$ cat src/rtl/pidc_pkg.sv
`timescale 1ns / 1ps
package pidc_pkg;

  localparam int unsigned DataW = 32;
  localparam int unsigned TimeW = 31;
  localparam int unsigned DivW = 49;
  localparam int unsigned DivCntW = 6;
  localparam int unsigned CfgIdxW = 3;

  typedef logic signed [DataW-1:0] q_t;

  typedef enum logic [1:0] {
    STATUS_OK = 2'd0,
    STATUS_ZERO_STEP = 2'd1,
    STATUS_BAD_LIMIT = 2'd2
  } status_t;

  typedef enum logic [CfgIdxW-1:0] {
    REG_GAIN_P = 3'd0,
    REG_GAIN_I = 3'd1,
    REG_GAIN_D = 3'd2,
    REG_DRIVE_LOWER = 3'd3,
    REG_DRIVE_UPPER = 3'd4,
    REG_ACCUM_LOWER = 3'd5,
    REG_ACCUM_UPPER = 3'd6
  } reg_idx_t;

  typedef enum logic [2:0] {
    OP_ERROR,
    OP_ACCUM,
    OP_DIV_START,
    OP_DIV_STEP,
    OP_DIV_END,
    OP_MUL_P,
    OP_MUL_I,
    OP_MUL_D
  } op_t;

  typedef struct packed {
    logic load;
    logic clear;
    logic commit;
    logic run;
    op_t op;
  } cmd_t;

  typedef struct packed {
    logic div_done;
  } stat_t;

  function automatic q_t sat32(input logic signed [66:0] x);
    if (x > 67'sd2147483647) begin
      return q_t'(32'h7fffffff);
    end else if (x < -67'sd2147483648) begin
      return q_t'(32'h80000000);
    end else begin
      return q_t'(x[31:0]);
    end
  endfunction

endpackage

$ cat src/rtl/pidc_ctrl.sv
`timescale 1ns / 1ps
module pidc_ctrl (
  input  logic            clk,
  input  logic            rst,
  input  logic            in_valid,
  output logic            in_ready,
  input  logic            cmd,
  input  logic [30:0]     step_time,
  input  logic            bad_limits,
  input  pidc_pkg::stat_t st,
  output pidc_pkg::cmd_t  ctl,
  output logic            out_valid,
  input  logic            out_ready,
  output logic [1:0]      status
);
  import pidc_pkg::*;

  typedef enum logic [3:0] {
    S_IDLE, S_ERR, S_ACC, S_DSTART, S_DSTEP, S_DEND, S_MP, S_MI, S_MD, S_DONE, S_OUT
  } state_t;

  state_t state;
  logic acc;

  assign acc = in_valid && in_ready;
  assign in_ready = (state == S_IDLE) && !out_valid;

  always_comb begin
    ctl = '0;
    ctl.load = acc;
    ctl.clear = acc && !bad_limits && cmd;
    ctl.run = 1'b1;
    unique case (state)
      S_ERR: ctl.op = OP_ERROR;
      S_ACC: ctl.op = OP_ACCUM;
      S_DSTART: ctl.op = OP_DIV_START;
      S_DSTEP: ctl.op = OP_DIV_STEP;
      S_DEND: ctl.op = OP_DIV_END;
      S_MP: ctl.op = OP_MUL_P;
      S_MI: ctl.op = OP_MUL_I;
      S_MD: ctl.op = OP_MUL_D;
      default: ctl.run = 1'b0;
    endcase
    ctl.commit = (state == S_DONE);
  end

  always_ff @(posedge clk) begin
    if (rst) begin
      state <= S_IDLE;
      out_valid <= 1'b0;
      status <= STATUS_OK;
    end else begin
      if (out_valid && out_ready) out_valid <= 1'b0;
      unique case (state)
        S_IDLE: begin
          if (acc) begin
            if (bad_limits) begin
              status <= STATUS_BAD_LIMIT;
              out_valid <= 1'b1;
            end else if (cmd) begin
              status <= STATUS_OK;
              out_valid <= 1'b1;
            end else if (step_time == '0) begin
              status <= STATUS_ZERO_STEP;
              out_valid <= 1'b1;
            end else begin
              status <= STATUS_OK;
              state <= S_ERR;
            end
          end
        end
        S_ERR: state <= S_ACC;
        S_ACC: state <= S_DSTART;
        S_DSTART: state <= S_DSTEP;
        S_DSTEP: if (st.div_done) state <= S_DEND;
        S_DEND: state <= S_MP;
        S_MP: state <= S_MI;
        S_MI: state <= S_MD;
        S_MD: state <= S_DONE;
        S_DONE: begin
          state <= S_OUT;
        end
        S_OUT: begin
          out_valid <= 1'b1;
          state <= S_IDLE;
        end
        default: state <= S_IDLE;
      endcase
    end
  end

endmodule

$ cat config.mk
export PLATFORM = sky130hd
export DESIGN_NAME = pidc_ctrl
export DESIGN_NICKNAME = d
export VERILOG_FILES = /design/src/rtl/pidc_pkg.sv /design/src/rtl/pidc_ctrl.sv
export SDC_FILE = /design/constraint.sdc
export NUM_CORES = 1
export LEC_CHECK = 0
export BUFFER_PORTS_ARGS = -buffer_cell sky130_fd_sc_hd__buf_4
export CORE_MARGIN = 2
export CORE_UTILIZATION = 38
export DETAILED_ROUTE_END_ITERATION = 12
export GPL_TIMING_DRIVEN = 1
export HOLD_SLACK_MARGIN = 0.1
export PLACE_DENSITY = 0.94
export SYNTH_ARGS = -nofsm -noshare
export SYNTH_HDL_FRONTEND = slang
export SYNTH_SLANG_ARGS = --single-unit
$ cat constraint.sdc
create_clock -name clk -period 3 [get_ports clk]
set_input_delay 0.45 -clock clk [delete_from_list [all_inputs] [get_ports clk]]
set_output_delay 0.45 -clock clk [all_outputs]
set_load 0.1 [all_outputs]
== After elaboration in Yosys (flattened, before gate mapping) ==
Index checks and enable logic that the tools add are counted.

* Input bits: 38
* Output and inout bits: 11
* Bits in registers: 7
* Logic and storage cells: 47

* Muxes and demuxes: 17
* Reduce and logical (&&, ||, !) cells: 12
* Equality and inequality tests: 15

{| class="wikitable"
|+ Operators with widths
! operator !! number
|-
| $pmux 4 s10 || 1
|-
| $logic_not 31->1 || 1
|-
| $pmux 3 s7 || 1
|-
| $mux 4 || 5
|-
| $eq 4x3->1 const B || 4
|-
| $eq 4x4->1 const B || 3
|-
| $ne 2x2->1 const B || 5
|-
| $eq 4x2->1 const B || 2
|-
| $mux 1 || 8
|-
| $reduce_or 8->1 || 1
|-
| $logic_and 1x1->1 || 5
|-
| $reduce_and 5->1 || 1
|-
| $eq 4x1->1 const B || 1
|-
| $logic_not 4->1 || 1
|-
| $logic_not 1->1 || 2
|-
| $mux 2 || 1
|-
| $pmux 1 s2 || 1
|-
| $reduce_and 2->1 || 1
|}

== Longest topological paths before layout ==
* Depth after elaboration: 7
* Mapped depth: 5
* Depth with buffers taken out: 4

== Least setup slack after synthesis ==
OpenSTA, ideal clock, no wires.

* Kind: reg-to-output
* From: register out_valid
* To: output port ctl[5] (netlist bit)
* Path buffers: 0
* Stages on the path, launching flop included: 4
* Required time: 2.550 ns
* Arrival: 3.320 ns
* Slack: -0.770 ns
* Cells stage by stage: dfxtp_1 > inv_1 > nand4_1 > nor3b_1

{| class="wikitable"
|+ RTL lines
! what !! line !! source
|-
| start, declared || pidc_ctrl.sv:12 || <nowiki>output logic out_valid,</nowiki>
|-
| start signal, assigned || pidc_ctrl.sv:50 || <nowiki>out_valid <= 1'b0;</nowiki>
|-
| start signal, assigned || pidc_ctrl.sv:53 || <nowiki>if (out_valid && out_ready) out_valid <= 1'b0;</nowiki>
|-
| start signal, assigned || pidc_ctrl.sv:59 || <nowiki>out_valid <= 1'b1;</nowiki>
|-
| end, declared || pidc_ctrl.sv:11 || <nowiki>output pidc_pkg::cmd_t ctl,</nowiki>
|}

==> impl_metrics.py <==
metrics = {
    "run_status": {
        "outcome": "completed",
    },
    "pwr": {
        "peakVddDrop_uv": 262.7,
        "clkPwrFrac_pct": 23.2,
        "seqPwrFrac_pct": 28.4,
        "leakage_nw": 0.4113,
        "switching_share_pct": 43.52,
        "power.switching_w": 0.0001637,
        "p_int_w": 0.0002124,
        "p_per_area_nw_per_um2": 411.8,
        "combPwrFrac_pct": 48.4,
    },
    "synthesis": {
        "synth_cell_types": 29,
        "yosysWarningCount": 0,
        "syn_area_um2": 523.0,
        "ys_seq_area_share_pct": 26.79,
        "synthCells": 66,
        "synth.avg_cell_area_um2": 7.924,
        "synth_fp_nets": 104,
        "ys_seq_elements": 7,
    },
    "critical_path": {
        "slowest_delay_ns": 0.45,
        "crit_required_ns": 2.55,
        "endpoint_kind": "output port",
        "cp_num_cells": 4,
        "crit_fanout": 13,
        "worst_ep_arrival_time_ns": 1.70,
        "crit_chain": "nor2_4, nand4_1, nor3b_2, buf_4",
        "worstRegToRegCells": 4,
        "critPathTopFamily": "simple AND/OR/NAND/NOR gates",
        "worstSetupPathType": "flip-flop to output port",
        "crit_buf_inv": 1,
        "critPathLaunchType": "flip-flop",
        "slowest_stage": "dfxtp_1",
    },
    "global_routing": {
        "grt_overflow": 0,
        "grt_use_met2_pct": 35.16,
        "grt_busiest_layer": "met2",
        "grt_pass1_wl_um": 2118,
        "grt_max_degree": 14,
        "antenna_found_initial": 0,
        "gr-usage-met3_pct": 5.435,
        "grtUsageMet1_pct": 18.77,
        "grt_pass1_vias": 557,
        "grt_usage_pct": 19.29,
    },
    "cells_and_area": {
        "layout.cells.non_filler": 128,
        "fillers": 103,
        "seq_area_um2": 140.1,
        "layout-drive-gt1-share_pct": 53.10,
        "antenna_cells": 0,
        "multiInputGateArea_um2": 352.8,
        "syn_to_final_growth_pct": 74.64,
        "layout.nets": 152,
    },
    "timing": {
        "fin_skew_ns": 0.002584,
        "final-setup-viol-count": 0,
        "tns_ns": 0,
        "slew_headroom_pct": 68.35,
        "finalHoldViolations": 0,
        "finalCriticalPeriod_ns": 2.154,
        "holdWs_ns": 0.4162,
        "fmax_mhz": 464.2,
        "worst_slew_pin_slew_ns": 0.4741,
        "fin_crit_sh_pct": 71.81,
        "drv_slew": 0,
        "grt_setup_unrepaired": "false",
    },
    "clock_network": {
        "htree_levels": 1,
        "hold_buffers": 0,
        "clkLatencyLatePin_ns": 0.25,
        "cts_num_sinks": 7,
        "cts_buffers": 3,
        "cts_resized": 0,
        "clock_path_buffers": 2,
        "postCtsSetupBuffers": 0,
        "clkSlewWorstSetupHoldPaths_ns": 0.06,
        "cts_tree": "built",
        "root_buffer": "clkbuf_4",
    },
    "routing": {
        "drtIter0Drc": 6,
        "drt_wl_total_um": 1622,
        "vias": 664,
        "drt_pass1_iterations": 4,
        "routedWlPerCell_um": 12.67,
        "viasPerCell": 5.188,
        "drc": 0,
        "drtAntennaViolNets": 0,
    },
    "placement": {
        "place.gp.congestion": 0.7766,
        "portBuffers": 48,
        "dp_hpwl_um": 1389,
        "placedCellCount": 124,
    },
    "die": {
        "num_rows": 13,
        "fp.dieW_um": 41.10,
        "die_h_um": 41.10,
        "start_util_pct": 40.19,
        "ios": 49,
        "dieArea_um2": 1689,
        "fp.coreArea_um2": 1301,
    },
    "flow_run": {
        "drv_cap": 0,
    },
    "hold_path": {
        "hold_depth": 2,
        "min_path_type": "input port to flip-flop",
    },
}
[synth_stat cells]
cell type,number,area share [%]
a2111oi_2,1,2.9
a211oi_1,2,2.9
a21oi_1,2,1.9
a32o_1,1,1.9
and3_1,1,1.2
and3_4,1,2.2
buf_2,1,0.96
buf_4,2,2.9
buf_6,1,2.2
clkbuf_1,1,0.72
dfxtp_1,7,27
inv_1,4,2.9
mux2i_1,1,1.9
nand2_1,4,2.9
nand2b_1,1,1.2
nand3_1,1,0.96
nand4_1,3,3.6
nor2_1,6,4.3
nor2_4,2,4.3
nor2b_1,2,2.4
nor3_1,5,4.8
nor3b_1,1,1.4
nor4_1,8,9.6
o2111ai_2,1,2.9
o21ai_0,1,0.96
o221ai_1,1,1.7
o31ai_1,2,2.9
xnor2_1,2,3.3
xor2_1,1,1.7
[worst reg2reg max path, stage by stage, from the launching register on]
cell       delay [ns]
dfxtp_1          0.45
nor2_4           0.19
and3_4           0.21
o2111ai_2        0.14
a2111oi_2        0.42
[flip-flops by register name (all words and copies together) (netlist names)]
register	cells
out_valid	1
status	2
state	4
[power by group through the flow]
stage / Clock [W] / Combinational (W) / Sequential, W
floorplan: 0 / 0.000111 / 0.000122
global placement: 0 / 0.000181 / 0.000108
detailed placement: 0 / 0.000183 / 0.000109
CTS: 0.0000920 / 0.000183 / 0.000107
global route: 0.0000949 / 0.000192 / 0.000108
finish: 0.0000873 / 0.000182 / 0.000107
[metal layers]
metal	share of wire [%]	routed length (µm)
met1	34	550
met2	49	787
met3	17	275
met4	0.49	8
met5	0	0
[cell families (layout without fill, tap and decap cells)]
kind of cell,after synthesis,count (layout),share of synthesized area [%]
AO/OA/AOI/OAI,11,11,17.94
XOR/XNOR,3,3,5.025
flip-flops,7,7,26.79
buffers and inverters,9,56,9.566
multiplexers,1,1,1.914
AND/OR/NAND/NOR,35,35,38.76
[final timing paths]
kind,startpoint,slack (ns),to
max,state[1],0.85,ctl[5]
min,rst,0.42,state[3]
max reg2reg,state[1],1.48,state[0]
min reg2reg,status[1],0.49,status[1]
[layout by cell type, fill, tap and decap left out]
cell / synthesis / layout
xnor2_1: 2 / 2
and3_1: 1 / 1
nand2b_1: 1 / 1
inv_1: 4 / 4
nor2_4: 2 / 2
mux2i_1: 1 / 1
a32o_1: 1 / 1
nor4_1: 8 / 8
nor2_1: 6 / 6
nor3_1: 5 / 4
xor2_1: 1 / 1
o2111ai_2: 1 / 1
a21oi_1: 2 / 2
o221ai_1: 1 / 1
nand3_1: 1 / 1
buf_4: 2 / 48
nand2_1: 4 / 4
nand4_1: 3 / 3
nor2b_1: 2 / 2
o31ai_2: 0 / 2
dfxtp_1: 7 / 7
a211oi_1: 2 / 2
a2111oi_2: 1 / 1
and3_4: 1 / 1
nor3_2: 0 / 1
nor3b_2: 0 / 1
clkbuf_1: 1 / 1
o21ai_0: 1 / 1
clkbuf_4: 0 / 3
[per-stage QoR]
stage | worst slack, ns | util, % | power, W | cell area (µm²)
after detailed placement | 1.108 | 68.17 | 0.0002916 | 887.1
final | 0.8458 | 70.19 | 0.0003761 | 913.4
after CTS | 0.8331 | 70.19 | 0.0003818 | 913.4
after global placement | 1.163 | 68.17 | 0.0002887 | 887.1
after global routing | 0.7149 | 70.19 | 0.0003949 | 913.4
after floorplan | 0.1610 | - | 0.0002329 | 543.0
[area by class of cell]
type / instances / area share [%]
multi-input cells: 50 / 38.63
inverters: 4 / 1.644
flip-flops and latches: 7 / 15.34
well taps: 15 / 2.055
clock buffers: 4 / 2.877
repair buffers: 48 / 39.45
(Power assumes the default switching activity.)
